<file path="src/sv/wsd_pkg.sv">
// Package for the WAVE stream decoder: beat types, phase codes and file constants.
package wsd_pkg;

    // RIFF tags as they read little-endian
    localparam logic [31:0] TAG_RIFF = 32'h4646_4952;
    localparam logic [31:0] TAG_WAVE = 32'h4556_4157;
    localparam logic [31:0] TAG_FMT  = 32'h2074_6D66;
    localparam logic [31:0] TAG_DATA = 32'h6174_6164;

    // format tags
    localparam logic [15:0] FMT_PCM   = 16'h0001;
    localparam logic [15:0] FMT_FLOAT = 16'h0003;
    localparam logic [15:0] FMT_EXT   = 16'hFFFE;

    // minimum fmt body sizes, plain and extensible
    localparam logic [5:0] FMT_MIN_SIZE = 6'd16;
    localparam logic [5:0] EXT_MIN_SIZE = 6'd40;

    // result kinds
    typedef enum logic [1:0] {
        KIND_SAMPLE = 2'd0,
        KIND_FORMAT = 2'd1,
        KIND_FINISH = 2'd2
    } t_kind;

    // parser phases
    typedef enum logic [2:0] {
        PH_HEADER,
        PH_CHDR,
        PH_FMT,
        PH_DATA,
        PH_SKIP,
        PH_PAD,
        PH_DEAD
    } t_phase;

    // input beat
    typedef struct packed {
        logic [7:0] data_byte;
        logic       end_of_file;
    } t_in_beat;

    // output beat
    typedef struct packed {
        t_kind              kind;
        logic signed [31:0] sample;
        logic [2:0]         channel;
        logic               last_of_run;
        logic [3:0]         format_channels;
        logic [31:0]        format_rate;
        logic [6:0]         format_bits;
        logic               format_is_float;
        logic               error;
        logic [31:0]        frame_count;
    } t_out_beat;

    // results raised by one byte, handed from parser to emitter
    typedef struct packed {
        logic        frame;
        logic        fmt;
        logic        fin;
        logic        fmt_err;
        logic        fin_err;
        logic [3:0]  chans;
        logic [31:0] rate;
        logic [6:0]  bits;
        logic        is_float;
        logic [31:0] frames;
    } t_grp;

endpackage

</file>
<file path="src/sv/wav_stream_decoder.sv">
// Top level of the WAVE stream decoder: byte parser feeding the result emitter.
// Results of a byte appear on the output the cycle after that byte's beat.
// One byte per cycle while the output does not stall; a byte raising N results holds the input
// until the last of them is taken while the emitter drains them, one output beat per cycle.
// Reset: synchronous active low, returns the parser to the header phase and drops
// pending results; the frame store is not cleared.
module wav_stream_decoder #(
    parameter int MAX_CHANNELS = 8
) (
    input  logic               i_clk,
    input  logic               i_rst_n,
    input  logic               i_in_valid,
    output logic               o_in_stall,
    input  wsd_pkg::t_in_beat  i_in_data,
    output logic               o_out_valid,
    input  logic               i_out_stall,
    output wsd_pkg::t_out_beat o_out_data
);

    localparam int IW   = (MAX_CHANNELS > 1) ? $clog2(MAX_CHANNELS) : 1;
    localparam int CNTW = $clog2(MAX_CHANNELS + 1);

    wsd_pkg::t_grp   grp;
    logic            acc, any, wr_en;
    logic [CNTW-1:0] nsamp;
    logic [IW-1:0]   wr_idx;
    logic [31:0]     wr_data;

    wsd_parser #(.MAX_CHANNELS(MAX_CHANNELS), .IW(IW), .CNTW(CNTW)) u_parser (
        .i_clk     (i_clk),
        .i_rst_n   (i_rst_n),
        .i_acc     (acc),
        .i_byte    (i_in_data.data_byte),
        .i_eof     (i_in_data.end_of_file),
        .o_grp     (grp),
        .o_any     (any),
        .o_nsamp   (nsamp),
        .o_wr_en   (wr_en),
        .o_wr_idx  (wr_idx),
        .o_wr_data (wr_data)
    );

    wsd_emitter #(.MAX_CHANNELS(MAX_CHANNELS), .IW(IW), .CNTW(CNTW)) u_emitter (
        .i_clk       (i_clk),
        .i_rst_n     (i_rst_n),
        .i_in_valid  (i_in_valid),
        .o_in_stall  (o_in_stall),
        .o_acc       (acc),
        .i_grp       (grp),
        .i_any       (any),
        .i_nsamp     (nsamp),
        .i_wr_en     (wr_en),
        .i_wr_idx    (wr_idx),
        .i_wr_data   (wr_data),
        .o_out_valid (o_out_valid),
        .i_out_stall (i_out_stall),
        .o_out_data  (o_out_data)
    );

endmodule

</file>
<file path="src/sv/wsd_conv.sv">
// Sample converter: PCM and IEEE float words to Q1.31.
module wsd_conv (
    input  logic [63:0] i_raw,
    input  logic [6:0]  i_bits,
    input  logic        i_is_float,
    output logic [31:0] o_q31
);

    localparam logic [39:0] BIG = 40'hFF_FFFF_FFFF;

    // clamp a sign and magnitude to the Q1.31 range
    function automatic logic [31:0] sat_q31(input logic neg, input logic [63:0] mag);
        logic [31:0] res;
        if (!neg) begin
            res = (mag > 64'h7FFF_FFFF) ? 32'h7FFF_FFFF : mag[31:0];
        end else begin
            res = (mag >= 64'h8000_0000) ? 32'h8000_0000 : (32'd0 - mag[31:0]);
        end
        return res;
    endfunction

    logic [31:0] f32_q, f64_q, pcm_q;

    // single precision
    always_comb begin
        logic        neg;
        logic [7:0]  e, ee, k, s;
        logic [22:0] m;
        logic [23:0] mant;
        logic [63:0] mag;
        neg  = i_raw[31];
        e    = i_raw[30:23];
        m    = i_raw[22:0];
        mant = {(e != 8'd0), m};
        ee   = (e == 8'd0) ? 8'd1 : e;
        k    = ee - 8'd119;
        s    = 8'd119 - ee;
        if (ee >= 8'd119) begin
            mag = (k > 8'd8) ? {24'd0, BIG} : ({40'd0, mant} << k[3:0]);
        end else begin
            mag = (s >= 8'd24) ? 64'd0 : ({40'd0, mant} >> s[4:0]);
        end
        if (e == 8'hFF) begin
            f32_q = (m != 23'd0) ? 32'd0 : sat_q31(neg, {24'd0, BIG});
        end else begin
            f32_q = sat_q31(neg, mag);
        end
    end

    // double precision
    always_comb begin
        logic        neg;
        logic [10:0] e, ee, s;
        logic [51:0] m;
        logic [52:0] mant;
        logic [63:0] mag;
        neg  = i_raw[63];
        e    = i_raw[62:52];
        m    = i_raw[51:0];
        mant = {(e != 11'd0), m};
        ee   = (e == 11'd0) ? 11'd1 : e;
        s    = 11'd1044 - ee;
        if (ee >= 11'd1044) begin
            mag = {24'd0, BIG};
        end else begin
            mag = (s >= 11'd53) ? 64'd0 : ({11'd0, mant} >> s[5:0]);
        end
        if (e == 11'h7FF && m != 52'd0) begin
            f64_q = 32'd0;
        end else begin
            f64_q = sat_q31(neg, mag);
        end
    end

    // integer PCM placement
    always_comb begin
        case (i_bits)
            7'd8:    pcm_q = {i_raw[7:0] ^ 8'h80, 24'd0};
            7'd16:   pcm_q = {i_raw[15:0], 16'd0};
            7'd24:   pcm_q = {i_raw[23:0], 8'd0};
            default: pcm_q = i_raw[31:0];
        endcase
    end

    assign o_q31 = !i_is_float ? pcm_q : ((i_bits == 7'd32) ? f32_q : f64_q);

endmodule

</file>
<file path="src/sv/wsd_parser.sv">
// Byte parser: RIFF header, chunk walk, fmt decode and frame assembly.
module wsd_parser #(
    parameter int MAX_CHANNELS = 8,
    parameter int IW   = (MAX_CHANNELS > 1) ? $clog2(MAX_CHANNELS) : 1,
    parameter int CNTW = $clog2(MAX_CHANNELS + 1)
) (
    input  logic              i_clk,
    input  logic              i_rst_n,
    input  logic              i_acc,
    input  logic [7:0]        i_byte,
    input  logic              i_eof,
    output wsd_pkg::t_grp     o_grp,
    output logic              o_any,
    output logic [CNTW-1:0]   o_nsamp,
    output logic              o_wr_en,
    output logic [IW-1:0]     o_wr_idx,
    output logic [31:0]       o_wr_data
);

    localparam logic [15:0] MAXC = 16'(MAX_CHANNELS);

    wsd_pkg::t_phase r_phase, n_phase;
    logic [5:0]  r_fcnt, n_fcnt;
    logic [31:0] r_tag, n_tag, r_rem, n_rem;
    logic        r_odd, n_odd;
    logic [15:0] r_ftag, n_ftag, r_sub, n_sub, r_chans, n_chans, r_bits, n_bits;
    logic [31:0] r_rate, n_rate;
    logic        r_float, n_float, r_fmt_seen, n_fmt_seen, r_data_seen, n_data_seen;
    logic [63:0] r_shift, n_shift;
    logic [2:0]  r_bidx, n_bidx;
    logic [IW-1:0] r_chidx, n_chidx;
    logic [31:0] r_frames, n_frames;
    logic        r_err, n_err;

    logic [63:0] conv_raw;
    logic [31:0] conv_q;

    // current sample word with this byte merged into its lane
    assign conv_raw = r_shift | ({56'd0, i_byte} << {r_bidx, 3'b000});

    wsd_conv u_conv (
        .i_raw      (conv_raw),
        .i_bits     (r_bits[6:0]),
        .i_is_float (r_float),
        .o_q31      (conv_q)
    );

    assign o_wr_data = conv_q;
    assign o_wr_idx  = r_chidx;

    // next state and results for one byte
    always_comb begin
        logic [5:0]  p, pinc;
        logic        start_chk, end_chk, ok;
        logic [15:0] t;
        logic [3:0]  bps;
        n_phase = r_phase; n_fcnt = r_fcnt; n_tag = r_tag; n_rem = r_rem; n_odd = r_odd;
        n_ftag = r_ftag; n_sub = r_sub; n_chans = r_chans; n_bits = r_bits;
        n_rate = r_rate; n_float = r_float; n_fmt_seen = r_fmt_seen;
        n_data_seen = r_data_seen; n_shift = r_shift; n_bidx = r_bidx;
        n_chidx = r_chidx; n_frames = r_frames; n_err = r_err;
        o_grp = '0; o_wr_en = 1'b0; o_nsamp = '0;
        start_chk = 1'b0; end_chk = 1'b0; ok = 1'b1; t = '0;
        p    = r_fcnt;
        pinc = (r_fcnt == 6'd63) ? 6'd63 : r_fcnt + 6'd1;
        bps  = r_bits[6:3];

        case (r_phase)
            wsd_pkg::PH_HEADER: begin
                n_tag  = {i_byte, r_tag[31:8]};
                n_fcnt = pinc;
                if (p == 6'd3 && n_tag != wsd_pkg::TAG_RIFF) begin
                    n_err = 1'b1; n_phase = wsd_pkg::PH_DEAD;
                end
                if (p == 6'd11) begin
                    if (n_tag != wsd_pkg::TAG_WAVE) begin
                        n_err = 1'b1; n_phase = wsd_pkg::PH_DEAD;
                    end else begin
                        n_phase = wsd_pkg::PH_CHDR; n_fcnt = '0;
                    end
                end
            end
            wsd_pkg::PH_CHDR: begin
                if (p < 6'd4) n_tag = {i_byte, r_tag[31:8]};
                else          n_rem = {i_byte, r_rem[31:8]};
                n_fcnt = pinc;
                if (p >= 6'd7) start_chk = 1'b1;
            end
            wsd_pkg::PH_FMT, wsd_pkg::PH_DATA, wsd_pkg::PH_SKIP: begin
                if (r_phase == wsd_pkg::PH_FMT) begin
                    case (p)
                        6'd0:  n_ftag[7:0]   = i_byte;
                        6'd1:  n_ftag[15:8]  = i_byte;
                        6'd2:  n_chans       = {8'd0, i_byte};
                        6'd3:  n_chans[15:8] = i_byte;
                        6'd4:  n_rate[7:0]   = i_byte;
                        6'd5:  n_rate[15:8]  = i_byte;
                        6'd6:  n_rate[23:16] = i_byte;
                        6'd7:  n_rate[31:24] = i_byte;
                        6'd14: n_bits        = {8'd0, i_byte};
                        6'd15: n_bits[15:8]  = i_byte;
                        6'd24: n_sub         = {8'd0, i_byte};
                        6'd25: n_sub[15:8]   = i_byte;
                        default: ;
                    endcase
                end else if (r_phase == wsd_pkg::PH_DATA) begin
                    if ({1'b0, r_bidx} + 4'd1 < bps) begin
                        n_shift = conv_raw;
                        n_bidx  = r_bidx + 3'd1;
                    end else begin
                        o_wr_en = 1'b1;
                        n_shift = '0;
                        n_bidx  = '0;
                        if (17'(r_chidx) + 17'd1 >= {1'b0, r_chans}) begin
                            o_grp.frame = 1'b1;
                            if (r_frames != 32'hFFFF_FFFF) n_frames = r_frames + 32'd1;
                            n_chidx = '0;
                        end else begin
                            n_chidx = r_chidx + IW'(1);
                        end
                    end
                end
                n_fcnt = pinc;
                n_rem  = r_rem - 32'd1;
                if (n_rem == 32'd0) end_chk = 1'b1;
            end
            wsd_pkg::PH_PAD: begin
                n_phase = wsd_pkg::PH_CHDR;
                n_fcnt  = '0;
            end
            default: ;
        endcase

        // chunk header complete
        if (start_chk) begin
            n_odd  = n_rem[0];
            n_fcnt = '0;
            if (n_tag == wsd_pkg::TAG_FMT && !r_data_seen) begin
                n_phase = wsd_pkg::PH_FMT;
                n_ftag = '0; n_sub = '0; n_chans = '0; n_bits = '0;
                n_rate = '0; n_float = 1'b0;
            end else if (n_tag == wsd_pkg::TAG_DATA && r_fmt_seen && !r_data_seen) begin
                n_data_seen = 1'b1;
                n_phase = r_err ? wsd_pkg::PH_SKIP : wsd_pkg::PH_DATA;
                n_shift = '0; n_bidx = '0; n_chidx = '0;
            end else begin
                n_phase = wsd_pkg::PH_SKIP;
            end
            if (n_rem == 32'd0) end_chk = 1'b1;
        end

        // chunk body complete; close out fmt
        if (end_chk) begin
            if (n_phase == wsd_pkg::PH_FMT) begin
                t  = n_ftag;
                ok = (n_fcnt >= wsd_pkg::FMT_MIN_SIZE);
                if (t == wsd_pkg::FMT_EXT) begin
                    if (n_fcnt < wsd_pkg::EXT_MIN_SIZE) ok = 1'b0;
                    t = n_sub;
                end
                n_float = (t == wsd_pkg::FMT_FLOAT);
                if (t != wsd_pkg::FMT_FLOAT && t != wsd_pkg::FMT_PCM) ok = 1'b0;
                if (n_chans == 16'd0 || n_chans > MAXC) ok = 1'b0;
                if (n_rate == 32'd0) ok = 1'b0;
                if (n_float) begin
                    if (n_bits != 16'd32 && n_bits != 16'd64) ok = 1'b0;
                end else if (n_bits != 16'd8 && n_bits != 16'd16 &&
                             n_bits != 16'd24 && n_bits != 16'd32) begin
                    ok = 1'b0;
                end
                if (!ok) n_err = 1'b1;
                n_fmt_seen    = 1'b1;
                o_grp.fmt     = 1'b1;
                o_grp.fmt_err = n_err;
            end
            n_shift = '0; n_bidx = '0; n_chidx = '0; n_fcnt = '0;
            n_phase = n_odd ? wsd_pkg::PH_PAD : wsd_pkg::PH_CHDR;
        end

        // format snapshot for the report beats
        o_grp.chans    = (n_chans[15:4] != 12'd0) ? 4'hF : n_chans[3:0];
        o_grp.rate     = n_rate;
        o_grp.bits     = (n_bits[15:7] != 9'd0) ? 7'h7F : n_bits[6:0];
        o_grp.is_float = n_float;
        o_nsamp        = n_chans[CNTW-1:0];

        // end of file: finish report, then start over
        if (i_eof) begin
            o_grp.fin     = 1'b1;
            o_grp.fin_err = n_err || !n_fmt_seen || !n_data_seen || (n_frames == 32'd0);
            o_grp.frames  = n_frames;
            n_phase = wsd_pkg::PH_HEADER; n_fcnt = '0; n_tag = '0; n_rem = '0;
            n_odd = 1'b0; n_ftag = '0; n_sub = '0; n_chans = '0; n_bits = '0;
            n_rate = '0; n_float = 1'b0; n_fmt_seen = 1'b0; n_data_seen = 1'b0;
            n_shift = '0; n_bidx = '0; n_chidx = '0; n_frames = '0; n_err = 1'b0;
        end

        o_any = o_grp.frame | o_grp.fmt | o_grp.fin;
    end

    // state registers, updated per accepted beat
    always_ff @(posedge i_clk) begin
        if (!i_rst_n) begin
            r_phase <= wsd_pkg::PH_HEADER; r_fcnt <= '0; r_tag <= '0; r_rem <= '0;
            r_odd <= 1'b0; r_ftag <= '0; r_sub <= '0; r_chans <= '0; r_bits <= '0;
            r_rate <= '0; r_float <= 1'b0; r_fmt_seen <= 1'b0; r_data_seen <= 1'b0;
            r_shift <= '0; r_bidx <= '0; r_chidx <= '0; r_frames <= '0; r_err <= 1'b0;
        end else if (i_acc) begin
            r_phase <= n_phase; r_fcnt <= n_fcnt; r_tag <= n_tag; r_rem <= n_rem;
            r_odd <= n_odd; r_ftag <= n_ftag; r_sub <= n_sub; r_chans <= n_chans;
            r_bits <= n_bits; r_rate <= n_rate; r_float <= n_float;
            r_fmt_seen <= n_fmt_seen; r_data_seen <= n_data_seen; r_shift <= n_shift;
            r_bidx <= n_bidx; r_chidx <= n_chidx; r_frames <= n_frames; r_err <= n_err;
        end
    end

endmodule

</file>
<file path="src/sv/wsd_emitter.sv">
// Result emitter: frame store and serializer of the beats raised by one byte.
module wsd_emitter #(
    parameter int MAX_CHANNELS = 8,
    parameter int IW   = (MAX_CHANNELS > 1) ? $clog2(MAX_CHANNELS) : 1,
    parameter int CNTW = $clog2(MAX_CHANNELS + 1)
) (
    input  logic               i_clk,
    input  logic               i_rst_n,
    input  logic               i_in_valid,
    output logic               o_in_stall,
    output logic               o_acc,
    input  wsd_pkg::t_grp      i_grp,
    input  logic               i_any,
    input  logic [CNTW-1:0]    i_nsamp,
    input  logic               i_wr_en,
    input  logic [IW-1:0]      i_wr_idx,
    input  logic [31:0]        i_wr_data,
    output logic               o_out_valid,
    input  logic               i_out_stall,
    output wsd_pkg::t_out_beat o_out_data
);

    logic [31:0]     r_store [MAX_CHANNELS];
    logic [CNTW-1:0] r_nleft;
    logic [IW-1:0]   r_ch;
    logic            r_pfmt, r_pfin;
    wsd_pkg::t_grp   r_grp;
    logic            last, out_acc;

    // pending beats and the final one of the run
    assign o_out_valid = (r_nleft != '0) | r_pfmt | r_pfin;
    assign last = ((r_nleft == CNTW'(1)) & !r_pfmt & !r_pfin) |
                  ((r_nleft == '0) & (r_pfmt ^ r_pfin));
    assign out_acc    = o_out_valid & !i_out_stall;
    assign o_in_stall = o_out_valid & !(last & !i_out_stall);
    assign o_acc      = i_in_valid & !o_in_stall;

    // frame store writes
    always_ff @(posedge i_clk) begin
        if (o_acc && i_wr_en) begin
            r_store[i_wr_idx] <= i_wr_data;
        end
    end

    // run bookkeeping
    always_ff @(posedge i_clk) begin
        if (!i_rst_n) begin
            r_nleft <= '0;
            r_ch    <= '0;
            r_pfmt  <= 1'b0;
            r_pfin  <= 1'b0;
        end else if (o_acc && i_any) begin
            r_nleft <= i_grp.frame ? i_nsamp : '0;
            r_ch    <= '0;
            r_pfmt  <= i_grp.fmt;
            r_pfin  <= i_grp.fin;
        end else if (out_acc) begin
            if (r_nleft != '0) begin
                r_nleft <= r_nleft - CNTW'(1);
                r_ch    <= r_ch + IW'(1);
            end else if (r_pfmt) begin
                r_pfmt <= 1'b0;
            end else begin
                r_pfin <= 1'b0;
            end
        end
    end

    always_ff @(posedge i_clk) begin
        if (o_acc && i_any) r_grp <= i_grp;
    end

    // output beat
    always_comb begin
        o_out_data = '0;
        o_out_data.last_of_run = last;
        if (r_nleft != '0) begin
            o_out_data.kind    = wsd_pkg::KIND_SAMPLE;
            o_out_data.sample  = r_store[r_ch];
            o_out_data.channel = 3'(r_ch);
        end else begin
            o_out_data.kind            = r_pfmt ? wsd_pkg::KIND_FORMAT : wsd_pkg::KIND_FINISH;
            o_out_data.format_channels = r_grp.chans;
            o_out_data.format_rate     = r_grp.rate;
            o_out_data.format_bits     = r_grp.bits;
            o_out_data.format_is_float = r_grp.is_float;
            o_out_data.error           = r_pfmt ? r_grp.fmt_err : r_grp.fin_err;
            o_out_data.frame_count     = r_pfmt ? 32'd0 : r_grp.frames;
        end
    end

    // no new byte while more than one beat of the run is left
    a_hold_input: assert property (@(posedge i_clk) disable iff (!i_rst_n)
        (o_out_valid && !last) |-> o_in_stall)
        else $error("byte accepted while run still pending");

    // taking a non-final beat leaves the run pending
    a_run_continues: assert property (@(posedge i_clk) disable iff (!i_rst_n)
        (out_acc && !last) |=> o_out_valid)
        else $error("run ended early");

    // finish beat always closes the run
    a_finish_last: assert property (@(posedge i_clk) disable iff (!i_rst_n)
        (o_out_valid && o_out_data.kind == wsd_pkg::KIND_FINISH) |-> last)
        else $error("finish beat not last of run");

endmodule
</file>
<file path="config.mk">
export PLATFORM = sky130hd
export DESIGN_NAME = wav_stream_decoder
export DESIGN_NICKNAME = d
export VERILOG_FILES = /design/src/sv/wsd_pkg.sv /design/src/sv/wav_stream_decoder.sv /design/src/sv/wsd_conv.sv /design/src/sv/wsd_parser.sv /design/src/sv/wsd_emitter.sv
export SDC_FILE = /design/constraint.sdc
export NUM_CORES = 2
export LEC_CHECK = 0
export BUFFER_PORTS_ARGS = -buffer_cell sky130_fd_sc_hd__buf_2
export CORE_MARGIN = 1.5
export CORE_UTILIZATION = 50
export CTS_CLUSTER_DIAMETER = 80
export DETAILED_ROUTE_END_ITERATION = 7
export PLACE_DENSITY = 0.72
export SYNTH_ARGS = -nofsm -noshare
export SYNTH_HDL_FRONTEND = slang
export SYNTH_SLANG_ARGS = --single-unit
</file>
<file path="constraint.sdc">
create_clock -name i_clk -period 8.9 [get_ports i_clk]
set_input_delay 0.89 -clock i_clk [delete_from_list [all_inputs] [get_ports i_clk]]
set_output_delay 0.89 -clock i_clk [all_outputs]
set_load 0.005 [all_outputs]
</file>
# After elaboration in Yosys (flattened, before gate mapping)
# Memory sizes are Yosys's and may differ from the RTL's. A register that Yosys moved wholly into a read port is not among the register bits.
# Index checks and enable logic that the tools add are counted.
# word_totals
reg_bits,363
ramBits,256
elab_cells,363
memories,1
# memory_table
name,words,word_bits,read_ports,rd_ports_with_merged_regs,write_ports,line,rtl
u_emitter.r_store,8,32,1,1,1,wsd_emitter.sv:23,logic [31:0] r_store [MAX_CHANNELS];
# op_classes
add_sub_neg,14
n_lt_le_gt_ge,16
n_eq_ne,42
n_shift,4
mux,190
bitwise,16
reduce_logical,51
# ops
op,n
2-to-1 mux 32 bit,29
2-to-1 mux 64 bit,14
2-to-1 mux 16 bit,23
"greater-or-equal comparator 64 x 32 -> 1 bit, second input constant",2
"> comparator 64 x 31 -> 1 bit, second input constant",2
logical NOT 32 bit,4
one-hot mux 32 bit (2 select lines),2
one-hot mux 32 bit (3 select lines),1
2-to-1 mux 3 bit,31
2-to-1 mux 8 bit,10
2-to-1 mux 77 bit,1
"inequality test 32 x 31 -> 1 bit, second input constant",2
OR 64 bit,1
left shift 24 x 4 -> 64 bit,1
left shift 8 x 6 -> 64 bit,1
>> shifter 24 x 5 -> 64 bit,1
>> shifter 53 x 6 -> 64 bit,1
"subtractor 1 x 32 -> 32 bit, first input constant",2
2-to-1 mux 1 bit,60
nonzero test 52 bit,1
one-hot mux 8 bit (2 select lines),3
2-to-1 mux 6 bit,6
2-to-1 mux 35 bit,1
"adder 32 x 1 -> 32 bit, second input constant",1
other kinds (77),133

# Depth between registers and ports, before layout
# depth
depth_word,27
depth_mapped,31

# Hierarchy
# A second synthesis with hierarchy kept.
# hier_totals
hier_cells,4657
hier_area_um2,41845.1
# by_module_without_submodules
mod,n_inst,cells_per_inst,area_per_inst_um2,seq_area_each_um2
wsd_parser,1,2061,16161.8,5525.3
wsd_emitter,1,664,13322.8,10269.8
wsd_conv,1,1932,12360.6,0.0

# Least setup slack after synthesis
# OpenSTA, ideal clock, no wires.
# synth_path
path_kind,input-to-reg
startpoint,in i_in_data[6] (netlist name)
endpoint,reg u_emitter.r_nleft[3]
setup_ns,0.118
t_arrival_ns,8.192
path_slack_ns,0.590
cell_stages,15
path_buffers,2
path_cell_list,clkbuf_1 nor4b_1 nand3_1 nor4_1 and3_1 a21oi_1 nor4b_1 and2_1 clkbuf_1 or3_1 o211ai_1 a21o_1 a21oi_1 o21ai_0 o211a_1
# synth_between
elab_chain_cells,16
# synth_lines
element,line,rtl
start: declaration,wav_stream_decoder.sv:14,"input wsd_pkg::t_in_beat i_in_data,"
2-to-1 mux 32 bit,wsd_parser.sv:84,"if (p < 6'd4) n_tag = {i_byte, r_tag[31:8]};"
one-hot mux 32 bit (2 select lines),wsd_parser.sv:68,case (r_phase)
== test 32 x 31 -> 1 bit,wsd_parser.sv:142,end else if (n_tag == wsd_pkg::TAG_DATA && r_fmt_seen && !r_data_seen) begin
logical AND 1 bit (2 in series),wsd_parser.sv:142,
2-to-1 mux 3 bit,wsd_parser.sv:142,
2-to-1 mux 3 bit,wsd_parser.sv:138,if (n_tag == wsd_pkg::TAG_FMT && !r_data_seen) begin
2-to-1 mux 3 bit,wsd_parser.sv:135,if (start_chk) begin
== test 3 x 2 -> 1 bit,wsd_parser.sv:154,if (n_phase == wsd_pkg::PH_FMT) begin
2-to-1 mux 1 bit,wsd_parser.sv:154,
2-to-1 mux 1 bit,wsd_parser.sv:153,if (end_chk) begin
OR 1 bit (2 in series),wsd_parser.sv:198,o_any = o_grp.frame | o_grp.fmt | o_grp.fin;
logical AND 1 bit,wsd_emitter.sv:52,end else if (o_acc && i_any) begin
nonzero test 2 bit (no source line),--,
AND reduction 2 bit (no source line),--,
end signal: assignment,wsd_emitter.sv:53,r_nleft <= i_grp.frame ? i_nsamp : '0;
end signal: assignment,wsd_emitter.sv:59,r_nleft <= r_nleft - CNTW'(1);
end: declaration,wsd_emitter.sv:24,logic [CNTW-1:0] r_nleft;
# Several ways; a longest one is shown, not always the timed one.
# A chain may end at the register's enable or synchronous reset.

# Worst setup path in the final report
# layout_path
startpoint,reg u_parser.r_bidx[1]
endpoint,mem u_emitter.r_store[0][24] (data pin)
# layout_between
elab_chain_cells,14
# layout_lines
element,line,rtl
start: declaration,wsd_parser.sv:30,"logic [2:0] r_bidx, n_bidx;"
start signal: assignment,wsd_parser.sv:213,r_bidx <= n_bidx; r_chidx <= n_chidx; r_frames <= n_frames; r_err <= n_err;
left shift 8 x 6 -> 64 bit *,wsd_parser.sv:39,"assign conv_raw = r_shift | ({56'd0, i_byte} << {r_bidx, 3'b000});"
OR 64 bit *,wsd_parser.sv:39,
logical NOT 11 bit or logical NOT 8 bit (tied branches),"wsd_conv.sv:61, wsd_conv.sv:35",
2-to-1 mux 11 bit or 2-to-1 mux 8 bit (tied branches),"wsd_conv.sv:61, wsd_conv.sv:35",
subtractor 11 bit (tied with other cells),wsd_conv.sv:62,s = 11'd1044 - ee;
greater-or-equal comparator 11 x 6 -> 1 bit (tied with other cells),wsd_conv.sv:66,"mag = (s >= 11'd53) ? 64'd0 : ({11'd0, mant} >> s[5:0]);"
2-to-1 mux 64 bit (on tied branches),"wsd_conv.sv:66, wsd_conv.sv:39, wsd_conv.sv:41",
2-to-1 mux 64 bit (on tied branches),"wsd_conv.sv:63, wsd_conv.sv:38",
> comparator 64 x 31 -> 1 bit (tied with other cells),wsd_conv.sv:15,res = (mag > 64'h7FFF_FFFF) ? 32'h7FFF_FFFF : mag[31:0];
2-to-1 mux 32 bit (on tied branches),"wsd_conv.sv:15, wsd_conv.sv:17",
2-to-1 mux 32 bit,wsd_conv.sv:14,if (!neg) begin
2-to-1 mux 32 bit (on tied branches),"wsd_conv.sv:68, wsd_conv.sv:43",
2-to-1 mux 32 bit,wsd_conv.sv:85,assign o_q31 = !i_is_float ? pcm_q : ((i_bits == 7'd32) ? f32_q : f64_q);
2-to-1 mux 32 bit *,wsd_conv.sv:85,
named net u_emitter.i_wr_data[24],wsd_emitter.sv:17,"input logic [31:0] i_wr_data,"
end: declaration,wsd_emitter.sv:23,
# Mark *: on every way through the listed nets, which the timed path passes. The rest lies on a longest branch.

==> results by group <==
Global route
  • Global route total overflow: 0
  • Maximum number of pins on one net before global-route repair: 107
  • Total track usage: 0.375
  • Global-route wire length before repair: 249000 um
  • Number of global-route vias before repair: 38318
  • Initial antenna violation count: 3

Timing
  • Total negative slack: 0 ns
  • Period minus WS final: 8.40 ns
  • Number of max-slew violations in the final report: 0
  • Actual transition at the worst max-transition pin: 1.34 ns
  • Final period util: 0.944
  • Setup repair after global routing missed its margin: no
  • Worst slack on hold paths: 0.489 ns
  • Maximum clock frequency: 119 MHz
  • Count of final setup violators: 0
  • Headroom to the max-slew limit: 0.101
  • Final hold vios: 0
  • Clock skew: 0.0470 ns

Die
  • Die Y: 294 um
  • Horizontal extent of the die: 294 um
  • Starting utilization of the core area: 0.506
  • Boundary pin count: 130
  • Standard-cell rows: 106
  • DIE AREA: 0.0864 sq mm
  • Standard cell core area: 0.0837 sq mm

Detailed routing
  • DR vias: 42471
  • Vias per cell: 7.10
  • TritonRoute pass-1 iters: 8
  • Final routed wire length divided by cell count: 27.9 um
  • Sum of routed wire length over all layers: 167000 um
  • Number of remaining DRC errors: 0
  • Number of nets with antenna violations after detailed routing: 0
  • DR iter-0 viols: 6622

Setup path
  • Class of the most critical setup path: reg -> reg
  • Slowest library cell on the worst path: sky130_fd_sc_hd__nor2_1
  • WP data required: 9.25 ns
  • Buffer and inverter count on the worst path: 5
  • Maximum fanout encountered on the critical timing path: 37
  • Startpoint Class: flip-flop
  • Worst EP arrival: 8.75 ns
  • Largest stage delay on the critical path: 1.05 ns
  • Capturing element type of the critical path: flip-flop
  • Largest delay share family, worst path: simple AND/OR/NAND/NOR gates
  • Cell breakdown of the critical path: buf_4 -> nand4b_1 -> nand2_2 -> buf_4 -> clkinv_1 -> ha_1 -> o311ai_0 -> nand4_1 -> nor2_1 -> o211ai_1 -> nand3_1 -> inv_1 -> ha_1 -> nand3_1 -> nor3_1 -> nand3_1 -> buf_4 -> or2_2 -> mux2_2 -> o32ai_1 -> o21ai_0 -> o21ai_1

Clock network
  • Maximum buffer depth of the clock tree: 3
  • Clock buffers created by TritonCTS: 70
  • Quantity of gates resized following cts: 0
  • Setup bufs post-CTS: 0
  • Later-pin clock latency in the skew report: 0.65 ns
  • CTS Root Buffer Type: sky130_fd_sc_hd__clkbuf_16
  • CTS clk-pin slew, worst paths: 0.06 ns
  • Hold_buf cts: 0
  • CTS sink cnt: 622
  • Number of H-tree levels: 3
  • CTS tree: yes

Logic synthesis
  • Dominant register cell in the synthesized netlist: sky130_fd_sc_hd__edfxtp_1
  • Average instance area after synthesis: 8.67 sq um
  • EDFF count, synth: 334
  • Cell type contributing the most total cell area after synthesis: sky130_fd_sc_hd__edfxtp_1
  • Area of the mapped netlist: 0.0423 sq mm
  • FF+latch count, synth: 622
  • Synth warnings: 0
  • Fraction of registers with async set or reset after synthesis: 0
  • Share of the yosys chip area belonging to registers: 0.373
  • Fraction of post-synthesis cell area in the top cell type by area: 0.237
  • Post-Syn Instances: 4882
  • Top post-synthesis cells by area: sky130_fd_sc_hd__edfxtp_1 (24%), sky130_fd_sc_hd__dfxtp_1 (14%), sky130_fd_sc_hd__nor2_1 (4.3%)
  • Count of distinct cell types in the synthesized netlist: 118
  • Post-Syn Nets: 4920

Finish
  • Net count, final: 4831
  • Area growth from synthesis to final layout: 8.98%
  • Final Non-Filler Cells: 5982
  • Share of the core filled with cells in the final layout: 0.551
  • Ratio of cells with drive above 1 in the final layout: 0.127

Place
  • HPWL after detailed placement: 117000 um
  • Count of port buffers added during placement: 129
  • Final Wtd Congestion: 1.06
  • Dpl cells: 5855

Power and ir drop
  • Total design power: 7.85 mW
  • Leakage component of the power: 15.8 nW
  • PwrDens: 170 mW/mm^2
  • IR Drop Worst-Case VDD: 174 uV

Flow run
  • Max_cap viols: 0

Hold path
  • Min-delay worst type: reg -> reg

Run status
  • Result of the run: finished, final reports clean
[flip-flops by register name, indices dropped and copies added, names as in the netlist, 32 cells and up, named ones only]
signal / cells
u_emitter.r_grp: 78
u_parser.r_tag: 32
u_parser.r_rem: 32
u_parser.r_rate: 32
u_parser.r_frames: 32
u_parser.r_shift: 64
u_emitter.r_store: 256
[placed cells by master (no fill, tap or decap), drive strengths merged, types with 55 or more instances in the layout]
master and instances:
inv 63, buf 277, a211oi 93, edfxtp 334
and2 102, dfxtp 288, o21ai 225, and3 90
o22ai 65, a32oi 58, nand3 172, a22oi 197
nand4 68, nand2 387, a21oi 358, mux4 77
mux2i 111, nor2 493, a221oi 55, a31oi 80
nor4 96, nor2b 185, nor3 127, clkbuf 89
o211ai 81
[cells by family after synthesis]
family	share of synthesized area
multiplexers	0.0739
buffers and inverters	0.0496
AO/OA/AOI/OAI	0.246
adder cells (fa/ha/maj)	0.00739
XOR/XNOR	0.0128
AND/OR/NAND/NOR	0.237
flip-flops	0.373
[final cells by class]
type | instances | area (sq um)
Antenna cell | 3 | 7.51
Clock buffer | 89 | 1890
Clock inverter | 35 | 393
Fill cell | 7588 | 37600
Inverter | 61 | 229
Multi-Input combinational cell | 3761 | 24600
Sequential cell | 622 | 15800
Tap cell | 1134 | 1420
Timing Repair Buffer | 277 | 1780
[tightest hold or removal path: stages, from the launching register on]
cell and delay (ns):
sky130_fd_sc_hd__dfxtp_1 0.31, sky130_fd_sc_hd__nand2_1 0.05, sky130_fd_sc_hd__a21boi_0 0.07
[where the power goes]
part	total [mW]	switching (mW)	internal (mW)
Combinational	1.81	1.18	0.639
Sequential	3.18	0.0650	3.11
Clock	2.86	1.22	1.64
[final timing paths]
check                             from                       end  slack (ns)  cells past startpoint
setup / recovery    u_parser.r_bidx[1]  u_emitter.r_store[0][24]        0.50                     22
hold / removal    u_parser.r_shift[36]      u_parser.r_shift[36]        0.49                      2
setup reg to reg    u_parser.r_bidx[1]  u_emitter.r_store[0][24]        0.50                     22
hold reg to reg   u_parser.r_shift[36]      u_parser.r_shift[36]        0.49                      2
[per-layer routing]
metal	wire [um]	part of all wire	global-route usage	up-vias
met1	70300	0.42	0.544	20583
met5	40	0.00024	0	-
li1	-	-	-	18589
met3	20300	0.12	0.0899	475
met2	69700	0.42	0.535	2818
met4	6820	0.041	0.143	6
[synthesized netlist by cell type, types with 18 or more instances]
cell type	n
sky130_fd_sc_hd__nand2_1	383
sky130_fd_sc_hd__nor3b_1	21
sky130_fd_sc_hd__and2_1	98
sky130_fd_sc_hd__buf_2	50
sky130_fd_sc_hd__edfxtp_1	334
sky130_fd_sc_hd__mux2i_1	108
sky130_fd_sc_hd__or3_1	34
sky130_fd_sc_hd__a31oi_1	80
sky130_fd_sc_hd__nand4b_1	18
sky130_fd_sc_hd__a32oi_1	57
sky130_fd_sc_hd__a22oi_1	197
sky130_fd_sc_hd__mux4_2	77
sky130_fd_sc_hd__a21oi_1	357
sky130_fd_sc_hd__o31ai_1	34
sky130_fd_sc_hd__o22ai_1	65
sky130_fd_sc_hd__o21ai_0	203
sky130_fd_sc_hd__xnor2_1	34
sky130_fd_sc_hd__ha_1	25
sky130_fd_sc_hd__nor2_1	490
sky130_fd_sc_hd__buf_1	32
sky130_fd_sc_hd__nor4b_1	18
sky130_fd_sc_hd__nor4_1	88
sky130_fd_sc_hd__inv_1	56
sky130_fd_sc_hd__o21a_1	19
sky130_fd_sc_hd__and3_1	90
sky130_fd_sc_hd__a221oi_1	54
sky130_fd_sc_hd__o221ai_1	19
sky130_fd_sc_hd__nor2b_1	185
sky130_fd_sc_hd__dfxtp_1	288
sky130_fd_sc_hd__or4_1	20
sky130_fd_sc_hd__o211ai_1	81
sky130_fd_sc_hd__o21ai_1	20
sky130_fd_sc_hd__nand4_1	66
sky130_fd_sc_hd__xor2_1	28
sky130_fd_sc_hd__a211oi_1	92
sky130_fd_sc_hd__nor3_1	123
sky130_fd_sc_hd__mux2_2	19
sky130_fd_sc_hd__clkbuf_1	326
sky130_fd_sc_hd__or2_2	28
sky130_fd_sc_hd__a21o_1	25
sky130_fd_sc_hd__nand3_1	172
[metrics by stage]
step / setup WS (ns) / instance area [sq um]
floorplan: 0.590 / 42300
global placement: 0.837 / 43800
detailed placement: 0.794 / 43800
CTS: 0.834 / 46100
global route: 0.214 / 46100
finish: 0.500 / 46100
Power figures use the tool's default switching activity.
